### config.mk
export PLATFORM = sky130hd
export DESIGN_NAME = append_only_tagged_record_store_unit
export DESIGN_NICKNAME = d
export VERILOG_FILES = /design/src/design/aotrs_pkg.sv /design/src/design/aotrs_ram.sv /design/src/design/aotrs_cmp.sv /design/src/design/append_only_tagged_record_store_unit.sv
export VERILOG_INCLUDE_DIRS = /design/src /design/src/design
export SDC_FILE = /design/constraint.sdc
export NUM_CORES = 2
export LEC_CHECK = 0
export BUFFER_PORTS_ARGS = -buffer_cell sky130_fd_sc_hd__buf_2
export CELL_PAD_IN_SITES_DETAIL_PLACEMENT = 1
export CELL_PAD_IN_SITES_GLOBAL_PLACEMENT = 2
export CORE_ASPECT_RATIO = 0.9
export CORE_MARGIN = 3
export CORE_UTILIZATION = 35
export CTS_CLUSTER_SIZE = 25
export DETAILED_ROUTE_END_ITERATION = 10
export PLACE_DENSITY = 0.65
export SLEW_MARGIN = 10
export SYNTH_ARGS = -nofsm -noshare
export SYNTH_HDL_FRONTEND = slang
export SYNTH_SLANG_ARGS = --single-unit
### constraint.sdc
create_clock -name clk -period 5.5 [get_ports clk]
set_input_delay 0.825 -clock clk [delete_from_list [all_inputs] [get_ports clk]]
set_output_delay 0.825 -clock clk [all_outputs]
set_load 0.01 [all_outputs]
### src/design/assert_macros.svh
// assertion macros shared by the record store design
`ifndef ASSERT_MACROS_SVH
`define ASSERT_MACROS_SVH

// same-cycle implication, checked at every rising edge out of reset
`define AOTRS_ASSERT_IMPLIES(lbl, clk, rst_n, ante, cons, msg) \
	lbl: assert property (@(posedge clk) disable iff (!rst_n) (ante) |-> (cons)) \
		else $error(msg);

// next-cycle implication
`define AOTRS_ASSERT_NEXT(lbl, clk, rst_n, ante, cons, msg) \
	lbl: assert property (@(posedge clk) disable iff (!rst_n) (ante) |=> (cons)) \
		else $error(msg);

`endif

### src/design/aotrs_pkg.sv
// types, constants and helper functions of the record store
`default_nettype none
package aotrs_pkg;

	localparam int CELL_COUNT   = 64;
	localparam int CELL_BYTES   = 8;
	localparam int HEADER_BYTES = 3;
	localparam int PAYLOAD_ROOM = CELL_BYTES - HEADER_BYTES;
	localparam int VALUE_BYTES  = 5;
	localparam int VALUE_W      = 8 * VALUE_BYTES;
	localparam int ADDR_W       = (CELL_COUNT > 1) ? $clog2(CELL_COUNT) : 1;
	localparam int CNT_W        = $clog2(CELL_COUNT + 1);

	localparam logic OP_APPEND = 1'b0;
	localparam logic OP_LOOKUP = 1'b1;

	localparam logic [2:0] ST_OK        = 3'd0;
	localparam logic [2:0] ST_INVALID   = 3'd1;
	localparam logic [2:0] ST_NOT_FOUND = 3'd2;
	localparam logic [2:0] ST_FULL      = 3'd3;
	localparam logic [2:0] ST_CORRUPT   = 3'd4;

	localparam logic [7:0] VERSION_RESET = 8'd1;

	typedef struct packed {
		logic               opcode;
		logic [7:0]         record_type;
		logic [7:0]         record_length;
		logic [VALUE_W-1:0] record_value;
		logic [7:0]         read_capacity;
	} in_item_t;

	typedef struct packed {
		logic [2:0]         status;
		logic [2:0]         found_length;
		logic [VALUE_W-1:0] found_value;
	} out_item_t;

	// one stored cell: header bytes plus the masked payload
	typedef struct packed {
		logic [7:0]         version;
		logic [7:0]         rtype;
		logic [7:0]         length;
		logic [VALUE_W-1:0] payload;
	} cell_t;

	localparam int CELL_W = $bits(cell_t);

	typedef struct packed {
		logic               hit;
		logic [2:0]         status;
		logic [2:0]         flen;
		logic [VALUE_W-1:0] fval;
	} cmp_res_t;

	// ones over the low n payload bytes, capped at the field width
	function automatic logic [VALUE_W-1:0] byte_mask(input logic [7:0] n);
		logic [VALUE_W-1:0] m;
		m = '0;
		for (int b = 0; b < VALUE_BYTES; b++) begin
			m[8*b +: 8] = (n > 8'(b)) ? 8'hFF : 8'h00;
		end
		return m;
	endfunction

endpackage
`default_nettype wire

### src/design/aotrs_ram.sv
// generic single-write, single-read ram with registered read data
`default_nettype none
module aotrs_ram #(
	parameter int WIDTH = 8,
	parameter int DEPTH = 64
) (
	input  wire logic                                       clk,
	input  wire logic                                       we,
	input  wire logic [((DEPTH > 1) ? $clog2(DEPTH) : 1)-1:0] waddr,
	input  wire logic [WIDTH-1:0]                           wdata,
	input  wire logic                                       re,
	input  wire logic [((DEPTH > 1) ? $clog2(DEPTH) : 1)-1:0] raddr,
	output      logic [WIDTH-1:0]                           rdata
);

	logic [WIDTH-1:0] mem_q [DEPTH];

	always_ff @(posedge clk) begin
		if (we) begin
			mem_q[waddr] <= wdata;
		end
		if (re) begin
			rdata <= mem_q[raddr];
		end
	end

endmodule
`default_nettype wire

### src/design/aotrs_cmp.sv
// match and classify unit, shared by every cell of a lookup scan
`default_nettype none
module aotrs_cmp (
	input  wire aotrs_pkg::cell_t    entry,
	input  wire logic [7:0]          version,
	input  wire logic [7:0]          rtype,
	input  wire logic [7:0]          capacity,
	output      aotrs_pkg::cmp_res_t res
);
	import aotrs_pkg::*;

	always_comb begin
		res.hit    = (entry.version == version) && (entry.rtype == rtype);
		res.status = ST_OK;
		res.flen   = '0;
		res.fval   = '0;
		if (entry.length > 8'(PAYLOAD_ROOM)) begin
			res.status = ST_CORRUPT;
		end else if (entry.length > capacity) begin
			res.status = ST_INVALID;
			res.flen   = entry.length[2:0];
		end else begin
			// payload was masked on append, so it already reads as stored
			res.flen   = entry.length[2:0];
			res.fval   = entry.payload;
		end
	end

endmodule
`default_nettype wire

### src/design/append_only_tagged_record_store_unit.sv
// top level of the append-only tagged record store
//
// channel   direction  handshake            payload
// in        input      in_valid / in_ready   aotrs_pkg::in_item_t
// out       output     out_valid / out_ready aotrs_pkg::out_item_t
// cfg       input      cfg_we                cfg_wdata (record_version)
//
// an append is accepted (the cell is written then) and then handed off;
// a lookup reads one stored cell at a time, newest first, up to a match or the oldest;
// a zero-capacity or empty-store lookup skips the scan; the single ram read port sets this
// in_ready is high only while the sequencer idles; a finished result waits in
// the output register, so a new transaction can be taken while out is stalled
// reset clears the fill count and all control state; the version resets to VERSION_RESET;
// cells are never read before being written, so the ram needs no clearing pass
`default_nettype none
`include "assert_macros.svh"
module append_only_tagged_record_store_unit (
	input  wire logic                  clk,
	input  wire logic                  arst_n,
	input  wire logic                  in_valid,
	output      logic                  in_ready,
	input  wire aotrs_pkg::in_item_t   in_data,
	output      logic                  out_valid,
	input  wire logic                  out_ready,
	output      aotrs_pkg::out_item_t  out_data,
	input  wire logic                  cfg_we,
	input  wire logic [7:0]            cfg_wdata
);
	import aotrs_pkg::*;

	// sequencer states
	localparam logic [1:0] S_IDLE = 2'd0;
	localparam logic [1:0] S_SCAN = 2'd1;
	localparam logic [1:0] S_DONE = 2'd2;

	localparam logic [ADDR_W-1:0] LAST_ADDR = ADDR_W'(CELL_COUNT - 1);

	logic [1:0]        state_q;
	logic [CNT_W-1:0]  count_q;       // cells written so far
	logic [7:0]        version_q;
	logic [ADDR_W-1:0] addr_q;        // next cell to read
	logic              issue_q;       // reads still to issue
	logic              chk_q;         // read data arrives this cycle
	logic              chk_last_q;    // ...and it is the oldest cell
	logic              out_valid_q;

	// payload registers
	logic [7:0]        req_type_q;
	logic [7:0]        req_cap_q;
	out_item_t         res_q;
	out_item_t         out_q;

	// datapath
	logic              accept;
	logic              full;
	logic              arg_ok;
	logic              ram_we;
	logic [ADDR_W-1:0] free_addr;
	logic [ADDR_W-1:0] start_addr;
	logic [VALUE_W-1:0] app_mask;
	cell_t             wcell;
	cell_t             rcell;
	logic              ram_re;
	cmp_res_t          cmp;
	logic              out_free;

	assign in_ready  = (state_q == S_IDLE);
	assign accept    = in_valid && in_ready;
	assign full      = (count_q == CNT_W'(CELL_COUNT));
	assign arg_ok    = (in_data.record_type != 8'd0) && (in_data.record_length != 8'd0) &&
	                   (in_data.record_length <= 8'(PAYLOAD_ROOM));
	// appends grow downward from the top cell, so the newest sits lowest
	assign free_addr  = ADDR_W'(CNT_W'(CELL_COUNT - 1) - count_q);
	assign start_addr = ADDR_W'(CNT_W'(CELL_COUNT) - count_q);
	assign app_mask   = byte_mask(in_data.record_length);

	assign ram_we = accept && (in_data.opcode == OP_APPEND) && arg_ok && !full;
	assign ram_re = (state_q == S_SCAN) && issue_q;

	always_comb begin
		wcell.version = version_q;
		wcell.rtype   = in_data.record_type;
		wcell.length  = in_data.record_length;
		wcell.payload = (in_data.record_value & app_mask) | ~app_mask;
	end

	aotrs_ram #(
		.WIDTH(CELL_W),
		.DEPTH(CELL_COUNT)
	) u_cells (
		.clk   (clk),
		.we    (ram_we),
		.waddr (free_addr),
		.wdata (wcell),
		.re    (ram_re),
		.raddr (addr_q),
		.rdata (rcell)
	);

	aotrs_cmp u_cmp (
		.entry    (rcell),
		.version  (version_q),
		.rtype    (req_type_q),
		.capacity (req_cap_q),
		.res      (cmp)
	);

	// the output register takes a result when empty or being drained
	assign out_free = !out_valid_q || out_ready;

	// control state
	always_ff @(posedge clk or negedge arst_n) begin
		if (!arst_n) begin
			state_q     <= S_IDLE;
			count_q     <= '0;
			version_q   <= VERSION_RESET;
			addr_q      <= '0;
			issue_q     <= 1'b0;
			chk_q       <= 1'b0;
			chk_last_q  <= 1'b0;
			out_valid_q <= 1'b0;
		end else begin
			if (cfg_we) begin
				version_q <= cfg_wdata;
			end
			if (ram_we) begin
				count_q <= count_q + CNT_W'(1);
			end

			// output register hand-off
			if (state_q == S_DONE && out_free) begin
				out_valid_q <= 1'b1;
			end else if (out_ready) begin
				out_valid_q <= 1'b0;
			end

			case (state_q)
				S_IDLE: begin
					chk_q      <= 1'b0;
					chk_last_q <= 1'b0;
					if (accept) begin
						if (in_data.opcode == OP_LOOKUP && in_data.read_capacity != 8'd0 &&
						    count_q != '0) begin
							addr_q  <= start_addr;
							issue_q <= 1'b1;
							state_q <= S_SCAN;
						end else begin
							state_q <= S_DONE;
						end
					end
				end
				S_SCAN: begin
					if (chk_q && (cmp.hit || chk_last_q)) begin
						// first match, or the oldest cell checked
						issue_q    <= 1'b0;
						chk_q      <= 1'b0;
						chk_last_q <= 1'b0;
						state_q    <= S_DONE;
					end else begin
						// one read issued and one cell checked per cycle
						chk_q      <= issue_q;
						chk_last_q <= issue_q && (addr_q == LAST_ADDR);
						if (issue_q) begin
							if (addr_q == LAST_ADDR) begin
								issue_q <= 1'b0;
							end else begin
								addr_q <= addr_q + ADDR_W'(1);
							end
						end
					end
				end
				S_DONE: begin
					if (out_free) begin
						state_q <= S_IDLE;
					end
				end
				default: begin
					state_q <= S_IDLE;
				end
			endcase
		end
	end

	// request and result payload
	always_ff @(posedge clk) begin
		if (accept) begin
			req_type_q         <= in_data.record_type;
			req_cap_q          <= in_data.read_capacity;
			res_q.found_length <= '0;
			res_q.found_value  <= '0;
			if (in_data.opcode == OP_APPEND) begin
				if (!arg_ok) begin
					res_q.status <= ST_INVALID;
				end else if (full) begin
					res_q.status <= ST_FULL;
				end else begin
					res_q.status <= ST_OK;
				end
			end else if (in_data.read_capacity == 8'd0) begin
				res_q.status <= ST_INVALID;
			end else begin
				// empty store, or the scan finding nothing, reads as not found
				res_q.status <= ST_NOT_FOUND;
			end
		end
		if (state_q == S_SCAN && chk_q && cmp.hit) begin
			res_q.status       <= cmp.status;
			res_q.found_length <= cmp.flen;
			res_q.found_value  <= cmp.fval;
		end
		if (state_q == S_DONE && out_free) begin
			out_q <= res_q;
		end
	end

	assign out_valid = out_valid_q;
	assign out_data  = out_q;

	`AOTRS_ASSERT_NEXT(a_busy_after_accept, clk, arst_n, accept, !in_ready,
		"input taken again right after a transaction")
	`AOTRS_ASSERT_IMPLIES(a_count_bound, clk, arst_n, 1'b1, count_q <= CNT_W'(CELL_COUNT),
		"fill count above cell count")
	`AOTRS_ASSERT_IMPLIES(a_write_on_accept, clk, arst_n, ram_we, accept && !full,
		"cell write outside an accepted append")
	`AOTRS_ASSERT_IMPLIES(a_scan_nonempty, clk, arst_n, state_q == S_SCAN, count_q != '0,
		"scan running over an empty store")

endmodule
`default_nettype wire
==> reports/results.tsv <==
stage	metric	value	unit
layout	area_growth	15.60	%
place	numPortBuffers	125	
sta	finalHoldWorstSlack	0.1019	ns
detailed_routing	wl_per_cell	34.03	um
clocking	postCtsResizedCells	0	
synth	synthCells	6521	
synth	synthFlopType	edfxtp_1	
sta	setup_viol	0	
synth	synth-seq-area-share	78.99	%
layout	final_util	40.68	%
global_route	grt_pass1_vias	78150	
synth	avgSynthCellArea	25.01	um^2
status	status	completed	
synth	ys_seq_elements	4295	
sta	period_needed	4.180	ns
layout	instances_no_fill	13700	
setup_path	critPathTopFamily	multiplexers	
detailed_routing	via_count	76280	
layout	layout_common_cells	edfxtp_1, mux4_2, clkbuf_16, buf_4	
setup_path	path_max_fanout	42	
layout	drive_above_1_share	33.92	%
sta	worst_slew_pin_slew	1.224	ns
synth	synth-edff-count	4268	
clocking	root_buffer	clkbuf_16	
detailed_routing	viasPerCell	5.568	
floorplanning	die_w	725.6	um
sta	max_freq	239.2	MHz
place	place_inst	12900	
setup_path	cp-start-kind	flop	
setup_path	critical_path_class	flop to flop	
power	power.total	87.35	mW
place	dpl.hpwl	273500	um
setup_path	crit_top_cell	mux4_2	
floorplanning	die_area	474200	um^2
setup_path	critPathSlowestCell	dfrtp_4	
sta	fin_worst_skew	0.07349	ns
power	p_per_area	463.3	nW/um^2
floorplanning	dieHeight	653.6	um
clocking	insertion_delay	1.03	ns
job	maxCapViolations	0	
detailed_routing	drc	0	
setup_path	worstPathArrival	4.84	ns
global_route	grt-ovfl-total	0	
sta	relSlewSlack	18.40	%
global_route	grt_max_degree	83	
sta	maxSlewViolCount	0	
setup_path	max_stage_delay	1.13	ns
detailed_routing	drt.antenna.violating_nets	0	
synth	async_reset_ff_share	0.6286	%
clocking	cts.clk_slew.worst_paths	0.06	ns
layout	nets	7207	
floorplanning	start_util	35.19	%
global_route	grt_usage	19.33	%
power	max-vdd-ir-drop	0.0003626	V
clocking	clockBufferDepth	4	
synth	syn-num-nets	6610	
sta	hold_viol_final	0	
layout	fillCellCount	42660	
sta	setup_ws	1.320	ns
sta	min_period_over_period	76.00	%
setup_path	crit_buf_inv	1	
layout	final_common_cell	edfxtp_1	
layout	ff_latch_area	128900	um^2
floorplanning	ios	126	
synth	yosysWarnings	0	
setup_path	worst_setup_path_end_kind	flop	
clocking	h-tree-depth	5	
synth	synth.distinct_cells	54	
hold_path	min_path_type	primary input to flop	
global_route	grt_pass1_wl	649400	um
setup_path	crit_required	6.16	ns
clocking	cts_tree	done	
sta	rsz0062_at_grt	no	
floorplanning	coreArea	463500	um^2
clocking	clkSinkCount	4295	
detailed_routing	wl	466200	um
detailed_routing	drt-initial-drc-count	10620	
floorplanning	num_rows	237	
clocking	cts_buffers	422	
power	leakage	58.18	nW
global_route	antenna_found_initial	40	
detailed_routing	drt_first_pass_iters	5	
layout	multi_input_comb_area	33460	um^2
place	preCtsSetupSlack	0.5110	ns
place	place_congestion	0.7937	
setup_path	path_cells	buf_4 -> mux4_2 -> mux4_2 -> mux2_2 -> nand2_1 -> o21ai_1	
synth	syn_area	163100	um^2
-- metrics by stage --
stage / instance area (um^2) / TNS, ns
global route: 188500 / 0
floorplan: 163100 / -698.20
CTS: 188500 / 0
detailed placement: 175100 / 0
global placement: 175100 / 0
finish: 188500 / 0
-- synth_stat cells (all sizes together), types with 4 or more instances --
master | count | area share [%]
a211oi | 7 | 0.032
a21oi | 7 | 0.021
a31oi | 4 | 0.015
and2 | 47 | 0.18
and3 | 5 | 0.019
buf | 145 | 0.40
clkbuf | 186 | 0.43
dfrtp | 26 | 0.40
edfxtp | 4268 | 79
ha | 11 | 0.084
inv | 14 | 0.032
mux2 | 73 | 0.50
mux2i | 64 | 0.39
mux4 | 1280 | 18
nand2 | 93 | 0.21
nand2b | 17 | 0.065
nand3 | 10 | 0.034
nand4 | 7 | 0.036
nor2 | 84 | 0.19
nor3 | 5 | 0.015
nor4 | 6 | 0.023
o21ai | 73 | 0.22
or2 | 26 | 0.10
or3 | 5 | 0.019
xnor2 | 21 | 0.11
xor2 | 5 | 0.027
-- power by group --
group | total (mW) | leakage (nW) | internal, mW | switching (mW)
Sequential | 37.5 | 38.7 | 36.8 | 0.737
Combinational | 21.7 | 13.0 | 9.64 | 12.0
Clock | 28.2 | 6.48 | 15.7 | 12.5
-- what timing repair did --
item / CTS / global route
endpoints found under the hold margin: 37 / 0
buffers inserted: 0 / 0
hold buffers: 12 / 0
-- sequential cells by signal (all words and copies together), names as in the netlist --
signal / count
out_data: 46
res_q: 46
chk_q: 1
out_valid: 1
chk_last_q: 1
req_cap_q: 8
addr_q: 6
u_cells.rdata: 64
state_q: 2
version_q: 8
issue_q: 1
req_type_q: 8
count_q: 7
u_cells.mem_q: 4096
-- final cells by class --
type                       count  share of cell area [%]
sequential                  4295                   68.35
multi-input combinational   1880                   17.75
clock buffer                 531                   5.885
tap                         6214                   4.124
timing repair buffer         504                   2.686
clock inverter               248                   1.161
inverter                      15                 0.03384
antenna                       12                 0.01593
-- metal layers --
layer	routed length [um]	vias up	share of wire, %	global-route usage, %
met5	13	-	0.0028	0
met4	10190	2	2.2	4.234
met1	199300	42710	43	28.67
li1	-	29510	-	-
met2	217700	3519	47	30.16
met3	38970	536	8.4	3.168
-- final timing paths --
path	start	end	slack, ns	depth (start not counted)
min reg2reg	res_q[31]	out_data[31]	0.42	0
max	addr_q[1]	u_cells.rdata[62]	1.32	6
min in group asynchronous	arst_n	state_q[1]	0.46	2
max reg2reg	addr_q[1]	u_cells.rdata[62]	1.32	6
min	cfg_wdata[5]	version_q[5]	0.10	2
max in group asynchronous	arst_n	addr_q[0]	4.48	2
-- cells by family (layout without fill, tap and decap cells) --
logic type                 after synthesis  after routing  share of synthesized area, %
DFF                                   4295           4295                         78.99
adders and majority gates               11             11                       0.08438
AOI/OAI and AO/OA                      107            107                        0.3736
xor gates and xnor gates                26             26                        0.1396
muxes                                 1417           1417                         18.57
and+or+nand+nor                        319            319                        0.9689
buffers and inverters                  346           1298                        0.8669
other                                    0             12                             0
Power figures use the tool's default switching activity.
